$ cat src/rtl/core/spal_pkg.sv
package spal_pkg;

  localparam int unsigned ACTIVE_DEPTH = 16;

  localparam int unsigned ID_W   = 16;
  localparam int unsigned EDGE_W = 16;
  localparam int unsigned FAR_W  = 18;
  localparam int unsigned CNT_W  = $clog2(ACTIVE_DEPTH + 1);
  localparam int unsigned IDX_W  = (ACTIVE_DEPTH > 1) ? $clog2(ACTIVE_DEPTH) : 1;

  localparam int unsigned IN_DATA_W  = 80;
  localparam int unsigned OUT_DATA_W = 32;

  typedef enum logic [1:0] {
    StIdle,
    StScan,
    StFinish
  } spal_state_e;

endpackage

$ cat src/rtl/core/sweep_prune_active_list.sv
// Sweep-and-prune active list for one axis. Boxes must arrive sorted by their
// leading edge on the axis chosen by sweep_axis (0: x_left and box_width, 1: y_top
// and box_height); a transaction with start_of_list set empties the list first.
// Each box evicts every stored entry whose far edge (leading edge plus size) is at
// or before its own leading edge, emits one pair (stored id, new id) per survivor
// in insertion order with tlast on the final pair, and is then appended. When the
// list already holds ACTIVE_DEPTH survivors the box is dropped and tuser
// (list_overflow) is set on that final pair. A box that meets no survivor emits
// nothing. A box holds the block while it is taken, while each stored entry is
// walked, while the end of the list is seen and while it is appended; only then
// is a new box taken. The single compare-and-compact sequencer walks the list one
// entry per cycle while the output register can take each survivor's pair.
// Output back-pressure stretches the walk, but a new box is taken while the last
// pair of the previous one still waits in the output register. sweep_axis may
// only be written while the block is idle.
module sweep_prune_active_list (
  input  logic                              clk_i,
  input  logic                              rst_ni,

  input  logic                              cfg_we_i,
  input  logic                              cfg_wdata_i,   // sweep_axis

  input  logic                              s_axis_tvalid_i,
  output logic                              s_axis_tready_o,
  // entity_id, x_left, y_top, box_width, box_height
  input  logic [spal_pkg::IN_DATA_W-1:0]    s_axis_tdata_i,
  input  logic                              s_axis_tuser_i, // start_of_list

  output logic                              m_axis_tvalid_o,
  input  logic                              m_axis_tready_i,
  output logic [spal_pkg::OUT_DATA_W-1:0]   m_axis_tdata_o, // earlier_id, newer_id
  output logic                              m_axis_tlast_o, // last_of_run
  output logic                              m_axis_tuser_o  // list_overflow
);
  import spal_pkg::*;

  // input field slices
  logic [ID_W-1:0]   in_id;
  logic [EDGE_W-1:0] in_x, in_y, in_w, in_h;
  assign in_id = s_axis_tdata_i[15:0];
  assign in_x  = s_axis_tdata_i[31:16];
  assign in_y  = s_axis_tdata_i[47:32];
  assign in_w  = s_axis_tdata_i[63:48];
  assign in_h  = s_axis_tdata_i[79:64];

  logic axis_q;

  // sequencer state
  spal_state_e      state_q, state_d;
  logic [CNT_W-1:0] cnt_q, cnt_d;      // entries in the list
  logic [CNT_W-1:0] rd_q, rd_d;        // walk position
  logic [CNT_W-1:0] keep_q, keep_d;    // compaction position
  logic             pend_vld_q, pend_vld_d;
  logic [ID_W-1:0]  pend_id_q, pend_id_d;

  // current box
  logic [ID_W-1:0]  cur_id_q;
  logic [FAR_W-1:0] cur_lead_q, cur_far_q;

  // active list storage
  logic [ID_W-1:0]  ids_q [ACTIVE_DEPTH];
  logic [FAR_W-1:0] fars_q[ACTIVE_DEPTH];

  // output register
  logic            m_vld_q, m_vld_d;
  logic [ID_W-1:0] m_early_q, m_newer_q;
  logic            m_last_q, m_ovf_q;

  logic             in_acc;
  logic             out_free;
  logic [ID_W-1:0]  rd_id;
  logic [FAR_W-1:0] rd_far;
  logic             survive;
  logic [EDGE_W-1:0] sel_lead, sel_size;
  logic [FAR_W-1:0] lead_ext, far_sum;

  logic             wr_en;
  logic [IDX_W-1:0] wr_idx;
  logic [ID_W-1:0]  wr_id;
  logic [FAR_W-1:0] wr_far;
  logic             push, push_last, push_ovf;

  assign s_axis_tready_o = (state_q == StIdle);
  assign in_acc          = s_axis_tvalid_i && s_axis_tready_o;
  assign out_free        = !m_vld_q || m_axis_tready_i;

  // far edge of the arriving box on the swept axis
  assign sel_lead = axis_q ? in_y : in_x;
  assign sel_size = axis_q ? in_h : in_w;
  assign lead_ext = {{(FAR_W - EDGE_W){sel_lead[EDGE_W-1]}}, sel_lead};
  assign far_sum  = lead_ext + {{(FAR_W - EDGE_W){1'b0}}, sel_size};

  // single read port at the walk position, one signed compare
  assign rd_id   = ids_q[rd_q[IDX_W-1:0]];
  assign rd_far  = fars_q[rd_q[IDX_W-1:0]];
  assign survive = $signed(cur_lead_q) < $signed(rd_far);

  always_comb begin
    state_d    = state_q;
    cnt_d      = cnt_q;
    rd_d       = rd_q;
    keep_d     = keep_q;
    pend_vld_d = pend_vld_q;
    pend_id_d  = pend_id_q;
    wr_en      = 1'b0;
    wr_idx     = keep_q[IDX_W-1:0];
    wr_id      = rd_id;
    wr_far     = rd_far;
    push       = 1'b0;
    push_last  = 1'b0;
    push_ovf   = 1'b0;
    unique case (state_q)
      StIdle: begin
        if (s_axis_tvalid_i) begin
          state_d    = StScan;
          rd_d       = '0;
          keep_d     = '0;
          pend_vld_d = 1'b0;
          if (s_axis_tuser_i) begin
            cnt_d = '0;
          end
        end
      end
      StScan: begin
        if (rd_q == cnt_q) begin
          state_d = StFinish;
        end else if (!survive) begin
          rd_d = rd_q + CNT_W'(1);
        end else if (!pend_vld_q || out_free) begin
          // previous survivor is known not to be the last one: send it
          push       = pend_vld_q;
          pend_vld_d = 1'b1;
          pend_id_d  = rd_id;
          wr_en      = 1'b1;
          keep_d     = keep_q + CNT_W'(1);
          rd_d       = rd_q + CNT_W'(1);
        end
      end
      StFinish: begin
        if (!pend_vld_q || out_free) begin
          push       = pend_vld_q;
          push_last  = 1'b1;
          push_ovf   = (keep_q == CNT_W'(ACTIVE_DEPTH));
          pend_vld_d = 1'b0;
          wr_id      = cur_id_q;
          wr_far     = cur_far_q;
          if (keep_q < CNT_W'(ACTIVE_DEPTH)) begin
            wr_en = 1'b1;
            cnt_d = keep_q + CNT_W'(1);
          end else begin
            cnt_d = keep_q;
          end
          state_d = StIdle;
        end
      end
      default: state_d = StIdle;
    endcase
  end

  always_comb begin
    m_vld_d = m_vld_q;
    if (push) begin
      m_vld_d = 1'b1;
    end else if (m_axis_tready_i) begin
      m_vld_d = 1'b0;
    end
  end

  always_ff @(posedge clk_i or negedge rst_ni) begin
    if (!rst_ni) begin
      state_q    <= StIdle;
      cnt_q      <= '0;
      rd_q       <= '0;
      keep_q     <= '0;
      pend_vld_q <= 1'b0;
      m_vld_q    <= 1'b0;
      axis_q     <= 1'b0;
    end else begin
      state_q    <= state_d;
      cnt_q      <= cnt_d;
      rd_q       <= rd_d;
      keep_q     <= keep_d;
      pend_vld_q <= pend_vld_d;
      m_vld_q    <= m_vld_d;
      if (cfg_we_i) begin
        axis_q <= cfg_wdata_i;
      end
    end
  end

  // payload, no reset
  always_ff @(posedge clk_i) begin
    pend_id_q <= pend_id_d;
    if (in_acc) begin
      cur_id_q   <= in_id;
      cur_lead_q <= lead_ext;
      cur_far_q  <= far_sum;
    end
    if (wr_en) begin
      ids_q[wr_idx]  <= wr_id;
      fars_q[wr_idx] <= wr_far;
    end
    if (push) begin
      m_early_q <= pend_id_q;
      m_newer_q <= cur_id_q;
      m_last_q  <= push_last;
      m_ovf_q   <= push_ovf;
    end
  end

  assign m_axis_tvalid_o = m_vld_q;
  assign m_axis_tdata_o  = {m_newer_q, m_early_q};
  assign m_axis_tlast_o  = m_last_q;
  assign m_axis_tuser_o  = m_ovf_q;

endmodule

$ cat config.mk
export PLATFORM = sky130hd
export DESIGN_NAME = sweep_prune_active_list
export DESIGN_NICKNAME = d
export VERILOG_FILES = /design/src/rtl/core/spal_pkg.sv /design/src/rtl/core/sweep_prune_active_list.sv
export SDC_FILE = /design/constraint.sdc
export NUM_CORES = 1
export LEC_CHECK = 0
export BUFFER_PORTS_ARGS = -buffer_cell sky130_fd_sc_hd__buf_2
export CAP_MARGIN = 20
export CORE_MARGIN = 1
export CORE_UTILIZATION = 35
export DETAILED_ROUTE_END_ITERATION = 6
export GPL_ROUTABILITY_DRIVEN = 0
export PLACE_DENSITY = 0.55
export SETUP_SLACK_MARGIN = 0.5
export SYNTH_ARGS = -nofsm -noshare
export SYNTH_HDL_FRONTEND = slang
export SYNTH_SLANG_ARGS = --single-unit
$ cat constraint.sdc
create_clock -name clk_i -period 7.9 [get_ports clk_i]
set_clock_uncertainty 0.2 [all_clocks]
set_input_delay 1.58 -clock clk_i [delete_from_list [all_inputs] [get_ports clk_i]]
set_output_delay 1.58 -clock clk_i [all_outputs]
set_load 0.005 [all_outputs]
# [Word-level counts from Yosys, hierarchy flattened]
# Memory sizes are Yosys's and may differ from the RTL's.
# Index checks and enable logic that the tools add are counted.
[op_classes] magnitude_cmp=2 n_reduce_logical=17 n_bitwise=1 mux=44 eq_ne=12 n_addsub=3
[ops] cell="16-bit two-way mux" n=4
[ops] cell="5-bit two-way mux" n=11
[ops] cell="18-bit two-way mux" n=2
[ops] cell="5-bit one-hot mux with 2 select lines" n=3
[ops] cell="16-bit by 17-bit adder with 18-bit output" n=1
[ops] cell="16-bit by 18-bit less-than comparator with 1-bit output" n=1
[ops] cell="1-bit two-way mux" n=17
[ops] cell="2-bit != test, second input constant" n=6
[ops] cell="4-bit AND reduction" n=3
[ops] cell="5-bit by 1-bit adder with 5-bit output, second input constant" n=2
[ops] cell="2-bit two-way mux" n=3
[ops] cell="2-bit one-hot mux with 3 select lines" n=1
[ops] cell="6-bit AND reduction" n=1
[ops] cell="2-bit nonzero test" n=3
[ops] cell="5-bit == test" n=1
[ops] cell="5-bit == test, second input constant" n=1
[ops] cell="5-bit less-than comparator, second input constant" n=1
[ops] cell="5-bit AND reduction" n=1
[ops] cell="1-bit one-hot mux with 2 select lines" n=2
[ops] cell="3-bit != test, second input constant" n=1
[ops] cell="1-bit one-hot mux with 3 select lines" n=1
[ops] cell="3-bit AND reduction" n=1
[ops] cell="3-bit nonzero test" n=1
[ops] cell="2-bit by 1-bit == test with 1-bit output, second input constant" n=1
[ops] cell="other kinds (8)" n=10
[totals] reg_bits=120 n_memories=2 out_inout_bits=36 elab_cells=96 inputBits=87 mem_bits_rw=544
[memory_table] memory="fars_q" words=16 width=18 rd=1 rd_clocked_by_memory_dff=0 write_ports=1 line_no="sweep_prune_active_list.sv:62" text="logic [FAR_W-1:0] fars_q[ACTIVE_DEPTH];"
[memory_table] memory="ids_q" words=16 width=16 rd=1 rd_clocked_by_memory_dff=0 write_ports=1 line_no="sweep_prune_active_list.sv:61" text="logic [ID_W-1:0] ids_q [ACTIVE_DEPTH];"

# [Depth between registers and ports, before layout]
[logic_depth] depth_word=9 ltp_mapped=16 mapped_depth_nobuf=11

# [Worst setup path after synthesis]
# Ideal clock, no wire load.
[synth_path] path_kind="reg2reg" from="register rd_q[0]" to="memory fars_q[0][0] (enable)" path_buffers=4 slack_ns=0.211 setup_time_ns=0.510 period_less_slack_ns=7.689 path_stages_with_launch=16 required_time_ns=7.190 arrival_time_ns=6.979 path_cell_list="dfrtp_1 -> buf_6 -> buf_6 -> clkbuf_1 -> buf_2 -> mux4_2 -> mux4_2 -> inv_1 -> ha_1 -> a221oi_1 -> o21ai_0 -> nor4b_1 -> nor3_1 -> a31o_2 -> a32oi_4 -> nor4_1"
[synth_via] elab_chain_cells=7 elab_cells_between_ends=8 classes_between="order compare: 1; eq/ne: 1; mux: 5; memory: 1"
[synth_rtl] element="start: declaration" line_no="sweep_prune_active_list.sv:51" text="logic [CNT_W-1:0] rd_q, rd_d;"
[synth_rtl] element="start signal: assignment" line_no="sweep_prune_active_list.sv:181" text="rd_q <= rd_d;"
[synth_rtl] element="memory 16 x 18 bit"
[synth_rtl] element="16-bit by 18-bit less-than comparator with 1-bit output" line_no="sweep_prune_active_list.sv:96" text="assign survive = $signed(cur_lead_q) < $signed(rd_far);"
[synth_rtl] element="1-bit two-way mux" line_no="sweep_prune_active_list.sv:127" text="end else if (!survive) begin"
[synth_rtl] element="1-bit two-way mux (*)" line_no="sweep_prune_active_list.sv:125" text="if (rd_q == cnt_q) begin"
[synth_rtl] element="1-bit one-hot mux with 2 select lines (*)" line_no="sweep_prune_active_list.sv:112" text="unique case (state_q)"
[synth_rtl] element="1-bit two-way mux (*)" line_no="sweep_prune_active_list.sv:199" text="if (wr_en) begin"
[synth_rtl] element="1-bit two-way mux (implied by the code) (*)" line_no="sweep_prune_active_list.sv:201" text="fars_q[wr_idx] <= wr_far;"
[synth_rtl] element="end: declaration" line_no="sweep_prune_active_list.sv:62"
# Mark *: on every way between the ends. The rest lies on a longest branch, timed or not.

# [Worst setup path in the final report]
[layout_path] from="register rd_q[1]" to="memory fars_q[2][2] (enable)"
# Same word-level chain as after synthesis.

==> qor.csv <==
metric,value,unit
cell family with most CP delay,compound AO/OA/AOI/OAI gates,
leakage power,10.2,nW
Worst Path Max Fanout,50,
Cell variety after synth,55,
Initial DRC Count,1094,
CTS root buf,clkbuf_16,
max-slew violation count,0,
global-route wire length before repair,91100,µm
CTS tree,yes,
Worst Path Arrival,5.91,ns
cts hold-fix bufs,0,
Bufs and invs on worst path,3,
RSZ-0062 raised after global routing,no,
final setup margin,2.01,ns
fmax,0.170,GHz
endpoint class of the critical path,flop,
slew margin rel.,0.411,
I/O Buffers,122,
Die ar.,77700,µm²
"count leader, synth",edfxtp_1,
Vias per Instance,5.17,
Post-synth EDFFs,644,
grt total ovfl,0,
H-Tree Depth,3,
core area,75800,µm²
cell taking the most area after synthesis,edfxtp_1,
part of the power in combinational logic,0.282,
final instance area,31300,µm²
"flops & latches, synth",664,
crit path max-delay cell type,dfrtp_4,
"CTS clk-pin slew, worst paths",0.07,ns
filler instances,6672,
switch share,0.304,
Pint,8.20,mW
CTS sink cnt,664,
R2R setup slack,2.01,ns
max-cap violations,0,
cts repair resizes,0,
placed instance count,2410,
clk_lat worst skew,0.61,ns
setup repair bufs after CTS,0,
Synth Instances,1301,
maximum vdd drop,0.192,mV
CP startpoint kind,flop,
worst endpoint required time,7.93,ns
initial antenna violation count,0,
Max stage delay on crit path,0.91,ns
multi-input logic area,6630,µm²
total power,11.8,mW
Tightest Pin Transition,0.882,ns
Setup CP Type,reg2reg,
synth cell count leaders,"644 x edfxtp_1, 169 x mux4_2, 47 x mux2_2, 45 x nand2_1, 44 x ha_1",
register area,19800,µm²
via count,13100,
drt first pass iters,7,
worst hold margin,0.213,ns
All-Layer GR Usage,0.159,
final setup vio count,0,
Mapped Avg Cell Area,20.6,µm²
ANT cells,0,
"Seq/Total Area, Yosys",0.740,
Total Wirelength,60900,µm
layout cells sized above 1,0.343,
setup tns final,0,ns
chip width,279,µm
Synthesized Nets,1433,
Post-synth ARST share,0.0301,
IO Count,123,
largest cells by area after synthesis,"edfxtp_1 72%, mux4_2 14%, ha_1 2.1%, mux2_2 2.0%, dfrtp_1 1.9%",
Final HPWL DP,36600,µm
cell area after synthesis,26800,µm²
final hold vios,0,
largest net degree at the start of global routing,56,
crit share post-route,0.745,
Cell Pwr Density,377,nW/µm²
Hold Crit Class,reg2reg,
post-layout net count,1639,
fin crit period,5.89,ns
Clk pwr share,0.278,
status,"complete, no violations",
worst-path cell chain,buf_4 > mux4_2 > mux4_2 > inv_1 > ha_1 > o21ai_0 > nor4_1 > a41oi_1 > a311o_1 > a31o_2 > a32oi_4 > nor4_2 > buf_4,
CTS buffer count,72,
Synth Warn #,0,
DRC violations left,0,
CTS Buffer Depth,3,
Seq pwr share,0.439,
Finished Layout Cells,2542,
DIE HEIGHT,279,µm
switching pwr,3.59,mW
Initial Utilization,0.353,
routed len/inst,24.0,µm
pre-CTS setup slack,2.07,ns
Layout Utilization,0.413,
P&R area growth vs syn,16.8,%
area share of the largest cell type after synthesis,0.722,
"Primary FF master, synth",edfxtp_1,
Routed Antenna Nets,0,
vias in the first global route,13900,
"Cell Area, Placed",29000,µm²
std cell rows,101,
sequential cells by signal (all words and copies together) (netlist names), 2 cells and up:
signal      flops
cnt_q           5
cur_far_q      18
rd_q            5
cur_lead_q     16
fars_q        288
m_newer_q      16
m_early_q      16
ids_q         256
keep_q          5
pend_id_q      16
cur_id_q       16
state_q         2
routing by layer:
metal,GRT usage,part of all wire
met2,0.261,0.49
met3,0.0249,0.037
met1,0.220,0.45
met5,0,0
met4,0.0456,0.023
layout make-up:
| type | instances | share of cell area |
|---|---|---|
| well taps | 978 | 0.0391 |
| clock buffers | 87 | 0.0601 |
| repair buffers | 190 | 0.0358 |
| clock inverters | 44 | 0.0135 |
| flip-flops and latches | 664 | 0.634 |
| inverters | 44 | 0.00528 |
| multi-input cells | 535 | 0.212 |
path summary, 6_finish.rpt:
path | start | to | depth (start not counted)
worst max register to register | rd_q[1] | fars_q[2][2] | 13
worst min register to register | pend_id_q[9] | m_early_q[9] | 0
worst max-delay path | rd_q[1] | fars_q[2][2] | 13
worst min-delay path | pend_id_q[9] | m_early_q[9] | 0
max in group asynchronous | rst_ni | rd_q[0] | 1
min in group asynchronous | rst_ni | m_axis_tvalid_o | 1
power groups by stage:
stage	sequential, mW	combinational [mW]	clock, mW
global placement	5.26	3.31	0
finish	5.18	3.33	3.28
floorplan	5.15	2.28	0
global route	5.21	3.64	3.48
detailed placement	5.26	3.37	0
CTS	5.19	3.38	3.36
cells in the final DEF (no fill, tap or decap), types with 37 or more instances in the layout:
cell type / instances
inv_1: 42
ha_1: 44
mux2_2: 47
edfxtp_1: 644
o21ai_0: 37
buf_2: 122
mux4_2: 169
nand2_1: 45
clkbuf_16: 73
buf_4: 68
cells by family (layout without fill, tap and decap cells):
family,after synthesis,after routing,synth area share
compound gates,110,110,0.0267
mux,222,222,0.164
buf+inv,102,365,0.0157
xor+xnor,21,21,0.00686
simple gates,137,137,0.0249
fa+ha+maj,45,45,0.0213
flops,664,664,0.740
No activity file was read; power rests on OpenSTA's default activity.
